==> config.mk <==
export PLATFORM = sky130hd
export DESIGN_NAME = tls_client_hello_sni_extractor_top
export DESIGN_NICKNAME = d
export VERILOG_FILES = /design/src/hdl/tlssni_pkg.sv /design/src/hdl/tls_client_hello_sni_extractor_top.sv
export SDC_FILE = /design/constraint.sdc
export NUM_CORES = 1
export LEC_CHECK = 0
export ABC_AREA = 1
export BUFFER_PORTS_ARGS = -buffer_cell sky130_fd_sc_hd__buf_4
export CAP_MARGIN = 20
export CORE_ASPECT_RATIO = 0.5
export CORE_MARGIN = 8
export CORE_UTILIZATION = 43
export CTS_CLUSTER_SIZE = 8
export DETAILED_ROUTE_END_ITERATION = 12
export PLACE_DENSITY_LB_ADDON = 0.08
export SETUP_SLACK_MARGIN = 0.02
export SLEW_MARGIN = 20
export SYNTH_ARGS = -nofsm -noshare
export SYNTH_HDL_FRONTEND = slang
export SYNTH_SLANG_ARGS = --single-unit
export TNS_END_PERCENT = 100
==> constraint.sdc <==
create_clock -name clk -period 4.05 [get_ports clk]
set_input_delay 0.405 -clock clk [delete_from_list [all_inputs] [get_ports clk]]
set_output_delay 0.405 -clock clk [all_outputs]
set_load 0.01 [all_outputs]
==> src/hdl/tlssni_pkg.sv <==
// ----------------------------------------------------------------------------
// TLS SNI extractor package
// Parse phases, protocol constants and result codes.
// ----------------------------------------------------------------------------
package tlssni_pkg;

	typedef enum logic [3:0] {
		PH_HDR       = 4'd0,
		PH_SKIP_VR   = 4'd1,
		PH_SID_LEN   = 4'd2,
		PH_SKIP_SID  = 4'd3,
		PH_CS_LEN    = 4'd4,
		PH_SKIP_CS   = 4'd5,
		PH_COMP_LEN  = 4'd6,
		PH_SKIP_COMP = 4'd7,
		PH_EXTS_LEN  = 4'd8,
		PH_EXT_HDR   = 4'd9,
		PH_SKIP_EXT  = 4'd10,
		PH_SNI_HDR   = 4'd11,
		PH_NAME      = 4'd12,
		PH_DONE      = 4'd13
	} phase_t;

	typedef enum logic {
		KIND_NAME = 1'b0,
		KIND_NONE = 1'b1
	} result_kind_t;

	localparam int unsigned LEN_W   = 13;  // buffer_length and stored end offsets
	localparam int unsigned CMP_W   = 26;  // bound arithmetic, covers 24-bit length + 9
	localparam int unsigned ACC_W   = 24;
	localparam int unsigned SKIP_W  = 16;

	localparam logic [7:0] REC_HANDSHAKE   = 8'h16;
	localparam logic [7:0] TLS_MAJOR       = 8'h03;
	localparam logic [7:0] HS_CLIENT_HELLO = 8'h01;
	localparam logic [7:0] SNI_HOST_NAME   = 8'h00;

	localparam int unsigned REC_HDR_LEN  = 5;   // record header bytes
	localparam int unsigned HS_HDR_END   = 9;   // record + handshake header
	localparam int unsigned MIN_SCAN     = 6;
	localparam int unsigned VR_LEN       = 34;  // client version + random
	localparam int unsigned SNI_MIN_BODY = 5;

	function automatic phase_t after_skip(input phase_t ph);
		phase_t nxt;
		case (ph)
			PH_SKIP_VR:   nxt = PH_SID_LEN;
			PH_SKIP_SID:  nxt = PH_CS_LEN;
			PH_SKIP_CS:   nxt = PH_COMP_LEN;
			PH_SKIP_COMP: nxt = PH_EXTS_LEN;
			default:      nxt = PH_EXT_HDR;
		endcase
		return nxt;
	endfunction

endpackage

==> src/hdl/tls_client_hello_sni_extractor_top.sv <==
// ----------------------------------------------------------------------------
// TLS ClientHello SNI extractor
// Walks one buffer byte per transaction; emits the server name or a not-found result.
// ----------------------------------------------------------------------------
// channel | dir | tdata                                   | tuser       | tlast
// s_      | in  | [7:0] data_byte, [20:8] buffer_length    | -           | end_of_buffer
// m_      | out | [7:0] name_byte                         | result_kind | name_last
//
// One byte per cycle while the output is not stalled; a byte passes the input
// register, then the parse step into the output register. The rate is set by the
// per-byte parse state update.
// Reset clears the parse state, both valid flags and the position counter.
// A stalled output holds the input stage; bytes that give no result still
// wait for the output register to be free.
// ----------------------------------------------------------------------------
module tls_client_hello_sni_extractor_top #(
	parameter int unsigned MAX_SCAN = 4096,
	parameter int unsigned NAME_CAP = 256
) (
	input  logic        clk,
	input  logic        arst_n,
	input  logic        s_tvalid,
	output logic        s_tready,
	input  logic [23:0] s_tdata,   // [7:0] data_byte, [20:8] buffer_length, [23:21] zero
	input  logic        s_tlast,
	output logic        m_tvalid,
	input  logic        m_tready,
	output logic [7:0]  m_tdata,   // [7:0] name_byte
	output logic        m_tuser,   // [0] result_kind
	output logic        m_tlast
);

	localparam int unsigned PW = $clog2(MAX_SCAN + 1);
	localparam int unsigned NW = $clog2(NAME_CAP);
	localparam int unsigned CW = tlssni_pkg::CMP_W;
	localparam int unsigned LW = tlssni_pkg::LEN_W;
	localparam int unsigned AW = tlssni_pkg::ACC_W;
	localparam int unsigned SW = tlssni_pkg::SKIP_W;

	// input stage
	logic          valid_s1;
	logic [7:0]    byte_s1;
	logic [LW-1:0] len_s1;
	logic          eob_s1;

	// parse state
	logic [PW-1:0]      pos_q, pos_d;
	tlssni_pkg::phase_t phase_q, phase_d;
	logic [AW-1:0]      acc_q, acc_d;
	logic [SW-1:0]      skip_q, skip_d;
	logic [LW-1:0]      hs_end_q, hs_end_d;
	logic [LW-1:0]      exts_end_q, exts_end_d;
	logic [LW-1:0]      ext_end_q, ext_end_d;
	logic [NW-1:0]      name_rem_q, name_rem_d;
	logic               emitted_q, emitted_d;

	// output register
	logic                     m_tvalid_q;
	logic [7:0]               m_byte_q;
	tlssni_pkg::result_kind_t m_kind_q;
	logic                     m_last_q;

	logic out_free, proc;
	logic produced, name_end, res_valid;

	logic [CW-1:0] scan, p_c, p1, p2, p4, v_c, sum_c, len_c;
	logic [15:0]   v16;
	logic [SW-1:0] skip_dec;
	logic [NW-1:0] name_dec;

	assign out_free = !m_tvalid_q || m_tready;
	assign proc     = valid_s1 && out_free;
	assign s_tready = !valid_s1 || out_free;

	always_ff @(posedge clk or negedge arst_n) begin
		if (!arst_n) begin
			valid_s1 <= 1'b0;
		end else if (s_tready) begin
			valid_s1 <= s_tvalid;
		end
	end

	always_ff @(posedge clk) begin
		if (s_tvalid && s_tready) begin
			byte_s1 <= s_tdata[7:0];
			len_s1  <= s_tdata[20:8];
			eob_s1  <= s_tlast;
		end
	end

	always_comb begin
		len_c    = CW'(len_s1);
		scan     = (len_c > CW'(MAX_SCAN)) ? CW'(MAX_SCAN) : len_c;
		p_c      = CW'(pos_q);
		p1       = p_c + CW'(1);
		p2       = p_c + CW'(2);
		p4       = p_c + CW'(4);
		v16      = {acc_q[7:0], byte_s1};
		v_c      = CW'(v16);
		sum_c    = p1 + v_c;
		skip_dec = skip_q - SW'(1);
		name_dec = name_rem_q - NW'(1);
	end

	always_comb begin
		pos_d      = pos_q;
		phase_d    = phase_q;
		acc_d      = acc_q;
		skip_d     = skip_q;
		hs_end_d   = hs_end_q;
		exts_end_d = exts_end_q;
		ext_end_d  = ext_end_q;
		name_rem_d = name_rem_q;
		emitted_d  = emitted_q;
		produced   = 1'b0;
		name_end   = 1'b0;

		if (p_c < scan) begin
			case (phase_q)
				tlssni_pkg::PH_HDR: begin
					if (p_c == CW'(0)) begin
						if (scan < CW'(tlssni_pkg::MIN_SCAN) ||
						    byte_s1 != tlssni_pkg::REC_HANDSHAKE)
							phase_d = tlssni_pkg::PH_DONE;
					end else if (p_c == CW'(1)) begin
						if (byte_s1 != tlssni_pkg::TLS_MAJOR)
							phase_d = tlssni_pkg::PH_DONE;
					end else if (p_c == CW'(3)) begin
						acc_d = AW'(byte_s1);
					end else if (p_c == CW'(4)) begin
						if (v_c + CW'(tlssni_pkg::REC_HDR_LEN) > scan)
							phase_d = tlssni_pkg::PH_DONE;
					end else if (p_c == CW'(5)) begin
						if (byte_s1 != tlssni_pkg::HS_CLIENT_HELLO ||
						    scan < CW'(tlssni_pkg::HS_HDR_END))
							phase_d = tlssni_pkg::PH_DONE;
						acc_d = '0;
					end else if (p_c == CW'(6) || p_c == CW'(7)) begin
						acc_d = {acc_q[15:0], byte_s1};
					end else if (p_c == CW'(8)) begin
						if (CW'({acc_q[15:0], byte_s1}) + CW'(tlssni_pkg::HS_HDR_END) > scan) begin
							phase_d = tlssni_pkg::PH_DONE;
						end else begin
							hs_end_d = LW'(CW'({acc_q[15:0], byte_s1}) +
							               CW'(tlssni_pkg::HS_HDR_END));
							phase_d  = tlssni_pkg::PH_SKIP_VR;
							skip_d   = SW'(tlssni_pkg::VR_LEN);
						end
					end
				end
				tlssni_pkg::PH_SKIP_VR, tlssni_pkg::PH_SKIP_SID, tlssni_pkg::PH_SKIP_CS,
				tlssni_pkg::PH_SKIP_COMP, tlssni_pkg::PH_SKIP_EXT: begin
					skip_d = skip_dec;
					if (skip_dec == '0) begin
						phase_d = tlssni_pkg::after_skip(phase_q);
						acc_d   = '0;
					end
				end
				tlssni_pkg::PH_SID_LEN, tlssni_pkg::PH_COMP_LEN: begin
					if (p1 > CW'(hs_end_q)) begin
						phase_d = tlssni_pkg::PH_DONE;
					end else if (byte_s1 == 8'd0) begin
						phase_d = (phase_q == tlssni_pkg::PH_SID_LEN) ?
						          tlssni_pkg::PH_CS_LEN : tlssni_pkg::PH_EXTS_LEN;
						skip_d  = '0;
						acc_d   = '0;
					end else begin
						phase_d = (phase_q == tlssni_pkg::PH_SID_LEN) ?
						          tlssni_pkg::PH_SKIP_SID : tlssni_pkg::PH_SKIP_COMP;
						skip_d  = SW'(byte_s1);
					end
				end
				tlssni_pkg::PH_CS_LEN, tlssni_pkg::PH_EXTS_LEN: begin
					if (skip_q == '0) begin
						if (p2 > CW'(hs_end_q))
							phase_d = tlssni_pkg::PH_DONE;
						acc_d  = AW'(byte_s1);
						skip_d = SW'(1);
					end else if (phase_q == tlssni_pkg::PH_CS_LEN) begin
						if (v16 == 16'd0) begin
							phase_d = tlssni_pkg::PH_COMP_LEN;
							skip_d  = '0;
							acc_d   = '0;
						end else begin
							phase_d = tlssni_pkg::PH_SKIP_CS;
							skip_d  = SW'(v16);
						end
					end else if (sum_c > CW'(hs_end_q)) begin
						phase_d = tlssni_pkg::PH_DONE;
					end else begin
						exts_end_d = LW'(sum_c);
						phase_d    = tlssni_pkg::PH_EXT_HDR;
						skip_d     = '0;
						acc_d      = '0;
					end
				end
				tlssni_pkg::PH_EXT_HDR: begin
					if (skip_q == SW'(0)) begin
						if (p4 > CW'(exts_end_q)) begin
							phase_d = tlssni_pkg::PH_DONE;
						end else begin
							acc_d  = AW'(byte_s1);
							skip_d = skip_q + SW'(1);
						end
					end else if (skip_q == SW'(1)) begin
						acc_d  = AW'({acc_q[7:0], byte_s1});
						skip_d = skip_q + SW'(1);
					end else if (skip_q == SW'(2)) begin
						// bit 16 flags a nonzero extension type
						acc_d  = {7'd0, (acc_q != '0), 8'd0, byte_s1};
						skip_d = skip_q + SW'(1);
					end else begin
						if (sum_c > CW'(exts_end_q)) begin
							phase_d = tlssni_pkg::PH_DONE;
						end else if (!acc_q[16] && v16 >= 16'(tlssni_pkg::SNI_MIN_BODY)) begin
							ext_end_d = LW'(sum_c);
							phase_d   = tlssni_pkg::PH_SNI_HDR;
							skip_d    = '0;
							acc_d     = '0;
						end else if (v16 == 16'd0) begin
							phase_d = tlssni_pkg::PH_EXT_HDR;
							skip_d  = '0;
							acc_d   = '0;
						end else begin
							phase_d = tlssni_pkg::PH_SKIP_EXT;
							skip_d  = SW'(v16);
						end
					end
				end
				tlssni_pkg::PH_SNI_HDR: begin
					if (skip_q == SW'(2) && byte_s1 != tlssni_pkg::SNI_HOST_NAME) begin
						phase_d = tlssni_pkg::PH_DONE;
					end else if (skip_q == SW'(4)) begin
						if (sum_c > CW'(ext_end_q) || v16 == 16'd0 ||
						    v_c >= CW'(NAME_CAP)) begin
							phase_d = tlssni_pkg::PH_DONE;
						end else begin
							name_rem_d = NW'(v16);
							phase_d    = tlssni_pkg::PH_NAME;
						end
					end else begin
						if (skip_q == SW'(3))
							acc_d = AW'(byte_s1);
						skip_d = skip_q + SW'(1);
					end
				end
				tlssni_pkg::PH_NAME: begin
					name_rem_d = name_dec;
					emitted_d  = 1'b1;
					produced   = 1'b1;
					name_end   = (name_dec == '0);
					if (name_dec == '0)
						phase_d = tlssni_pkg::PH_DONE;
				end
				default: begin
				end
			endcase
		end

		if (pos_q < PW'(MAX_SCAN))
			pos_d = pos_q + PW'(1);

		res_valid = produced || (eob_s1 && !emitted_q);

		// end of buffer returns the parse state to its reset values
		if (eob_s1) begin
			pos_d      = '0;
			phase_d    = tlssni_pkg::PH_HDR;
			acc_d      = '0;
			skip_d     = '0;
			hs_end_d   = '0;
			exts_end_d = '0;
			ext_end_d  = '0;
			name_rem_d = '0;
			emitted_d  = 1'b0;
		end
	end

	always_ff @(posedge clk or negedge arst_n) begin
		if (!arst_n) begin
			pos_q      <= '0;
			phase_q    <= tlssni_pkg::PH_HDR;
			acc_q      <= '0;
			skip_q     <= '0;
			hs_end_q   <= '0;
			exts_end_q <= '0;
			ext_end_q  <= '0;
			name_rem_q <= '0;
			emitted_q  <= 1'b0;
		end else if (proc) begin
			pos_q      <= pos_d;
			phase_q    <= phase_d;
			acc_q      <= acc_d;
			skip_q     <= skip_d;
			hs_end_q   <= hs_end_d;
			exts_end_q <= exts_end_d;
			ext_end_q  <= ext_end_d;
			name_rem_q <= name_rem_d;
			emitted_q  <= emitted_d;
		end
	end

	always_ff @(posedge clk or negedge arst_n) begin
		if (!arst_n) begin
			m_tvalid_q <= 1'b0;
		end else if (out_free) begin
			m_tvalid_q <= proc && res_valid;
		end
	end

	always_ff @(posedge clk) begin
		if (proc && res_valid) begin
			m_kind_q <= produced ? tlssni_pkg::KIND_NAME : tlssni_pkg::KIND_NONE;
			m_byte_q <= produced ? byte_s1 : 8'd0;
			m_last_q <= produced && (name_end || eob_s1);
		end
	end

	assign m_tvalid = m_tvalid_q;
	assign m_tdata  = m_byte_q;
	assign m_tuser  = m_kind_q;
	assign m_tlast  = m_last_q;

endmodule

==> reports/qor.txt <==
Fin Setup TNS -> -21.15 ns
Die Height -> 143.0 microns
area share of the largest cell type after synthesis -> 19.32%
Mapped Cells -> 2069
min Tclk post-route -> 4.393 ns
Area Overhead vs Synth -> 28.15%
PD cells -> 762.3 nW/um^2
max-slew violations -> 0
EDFF count, synth -> 32
WP data required -> 4.39 ns
grt ovf -> 0
Ports -> 41
VDD IR max -> 330.3 uV
first-pass GRT wire length -> 77870 microns
cts hold-fix bufs -> 0
setup violators final -> 77
Critical Path Sink Type -> flop
Initial Util -> 43.71%
root buf cell -> clkbuf_16
Filler Cells Inserted -> 3062
sequential-to-total area share from yosys stat -> 26.25%
failing checks -> setup timing
Worst Hold Class -> input pin to async pin
worst r2r src -> pos_q[2]$_DFFE_PN0P_
fin area -> 17760 sq um
most common cell in the netlist -> nand2_1
final worst-path cycle share -> 108.5%
measured slew at the worst slew-check pin -> 0.9636 ns
RSZ-0062 raised after global routing -> yes
maximum fanout along the worst path -> 8
DR pass1 iterations -> 6
ys async rst share -> 76.98%
DP Area -> 15690 sq um
Most common cell on crit path -> nand2_2
pin count of the biggest net entering global routing -> 54
Post-Route WL -> 51330 microns
f_max -> 227.7 MHz
slew margin rel. -> 35.69%
Yosys cell types -> 56
H-tree depth -> 4
CTS sink count -> 139
Crit path largest cell delay -> 0.44 ns
Core Box Area -> 31710 sq um
CTS tree -> done
number of synthesized register bits -> 139
PortBufs -> 37
HPWL after DPL -> 37780 microns
Hold Slack -> 0.01321 ns
initial antenna violation count -> 1
Synth Cell Area -> 13860 sq um
area taken by multi-input logic gates -> 9836 sq um
final hold viol count -> 0
storage element area -> 3642 sq um
worst-skew pair later-pin latency -> 0.45 ns
DR vias/cell -> 5.411
vias post-DR -> 14720
GR Util All Layers -> 25.53%
CTS Buffer Depth -> 2
vias in the first global route -> 13790
MaxCap Viol Count -> 0
Final Worst Setup Slack -> -0.3425 ns
WL/cell -> 18.86 microns
Antenna Nets Post-Route -> 0
share of cells above drive strength 1 -> 21.84%
Pleak -> 8.958 nW
GP Congestion -> 0.9494
FF-to-FF End -> skip_q[0]$_DFFE_PN0P_
Syn Area/Cell -> 6.700 sq um
CP max-delay cell -> dfrtp_2
antenna fix cells -> 0
prevailing post-synth register cell -> dfrtp_1
skew final -> 0.01214 ns
Util after Layout -> 56.02%
WP data arrival -> 4.73 ns
most frequent cells after synthesis -> nand2_1 (591), inv_1 (261), nor2_1 (183)
DRT iter0 DRCs -> 1316
ranking of synthesized cells by area -> dfrtp_1 (19%), nand2_1 (16%), ha_1 (14%), inv_1 (7.1%), edfxtp_1 (6.9%)
Critical Path Source Type -> flop
R2R setup slack -> -0.34 ns
crit path kind -> flop to flop
Nets -> 2459
Synth area leader -> dfrtp_1
Site Rows -> 46
DIE AREA -> 38590 sq um
Num CTS Buffers -> 17
Worst-path clk slew -> 0.07 ns
die width -> 269.9 microns
worst r2r path cells -> 31
status -> finished with violations
Syn. warnings -> 0
syn nets -> 2252
drc violations -> 0
logic make-up (layout without fill, tap and decap cells):
family | after synthesis | count (layout) | synth area share [%]
and+or+nand+nor | 1060 | 1060 | 33.14
buffers and inverters | 336 | 556 | 9.847
AOI/OAI and AO/OA | 309 | 309 | 12.32
adders and majority gates | 154 | 154 | 13.95
DFF | 139 | 139 | 26.25
xor gates and xnor gates | 71 | 71 | 4.486
flip-flops by register name, summed over array words and instances (netlist names):
name / flops
m_tlast: 1
emitted_q: 1
len_s1: 13
m_tvalid: 1
acc_q: 24
name_rem_q: 8
hs_end_q: 13
skip_q: 16
valid_s1: 1
m_tdata: 8
phase_q: 4
pos_q: 13
ext_end_q: 13
eob_s1: 1
m_tuser: 1
byte_s1: 8
exts_end_q: 13
critical path: cells and delay by family, from the launching register on:
family	cells	cell delay, ns
xor gates and xnor gates	2	0.37
buffers and inverters	5	0.57
adders and majority gates	3	0.76
AOI/OAI and AO/OA	2	0.30
and+or+nand+nor	19	1.79
DFF	1	0.44
cell type report:
class                      instances  share of cell area [%]
timing repair buffer             253                   11.97
sequential                       139                   20.50
clock buffer                      24                   3.007
tap                              432                   3.043
multi-input combinational       1594                   55.37
clock inverter                     8                  0.2958
inverter                         271                   5.818
worst max-delay path by stage:
stage	startpoint	endpoint	slack, ns
final	pos_q[2]$_DFFE_PN0P_	skip_q[0]$_DFFE_PN0P_	-0.34
after detailed placement	pos_q[4]$_DFFE_PN0P_	acc_q[6]$_DFFE_PN0P_	-0.67
after global routing	pos_q[2]$_DFFE_PN0P_	acc_q[6]$_DFFE_PN0P_	-0.48
after global placement	pos_q[4]$_DFFE_PN0P_	acc_q[7]$_DFFE_PN0P_	-0.66
after CTS	pos_q[7]$_DFFE_PN0P_	skip_q[6]$_DFFE_PN0P_	-0.24
after floorplan	pos_q[4]$_DFFE_PN0P_	acc_q[0]$_DFFE_PN0P_	0.03
routing by layer:
metal / wire (microns) / share of wire, % / track usage, %
met2: 22800 / 44 / 40.77
met4: 1036 / 2.0 / 6.375
met1: 24370 / 47 / 35.32
met5: 13 / 0.025 / 0
met3: 3110 / 6.1 / 4.874
report_power, final:
group          switching, mW  total [mW]  internal, mW
Sequential             0.560        2.43          1.87
Clock                  0.664        1.58         0.921
Combinational           5.79        9.52          3.74
Total                   7.01        13.5          6.53
what timing repair did:
| item | in CTS | in global routing |
|---|---|---|
| setup endpoints to repair | 77 | 90 |
| gates cloned | 3 | 4 |
| pin swaps | 31 | 54 |
| setup buffers | 28 | 14 |
| resized for setup | 122 | 120 |
through the flow:
stage          std cells  power, mW  setup WS [ns]
2_1_floorplan       2069      7.623        0.03430
3_3_place_gp        2640      10.47        -0.6638
3_5_place_dp        2640      10.49        -0.6670
4_1_cts             2703      12.81        -0.2362
5_1_grt             2721      14.64        -0.4814
6_report            2721      13.54        -0.3425
cell usage in the layout (no fill, tap or decap), drive strengths merged, types with 2 or more instances in the layout:
cell	n
a211oi	4
a21boi	2
a21oi	119
a31o	3
a31oi	11
and3	5
buf	247
bufbuf	2
clkbuf	28
clkinv	8
clkinvlp	2
dfrtp	107
edfxtp	32
ha	153
inv	269
nand2	598
nand3	118
nand3b	7
nand4	78
nor2	197
nor3	42
nor4	7
o2111ai	2
o211ai	11
o21a	10
o21ai	121
o21bai	4
o22ai	15
or2	5
xnor2	8
xor2	63
Note: power is estimated with default switching activity, not from simulation.
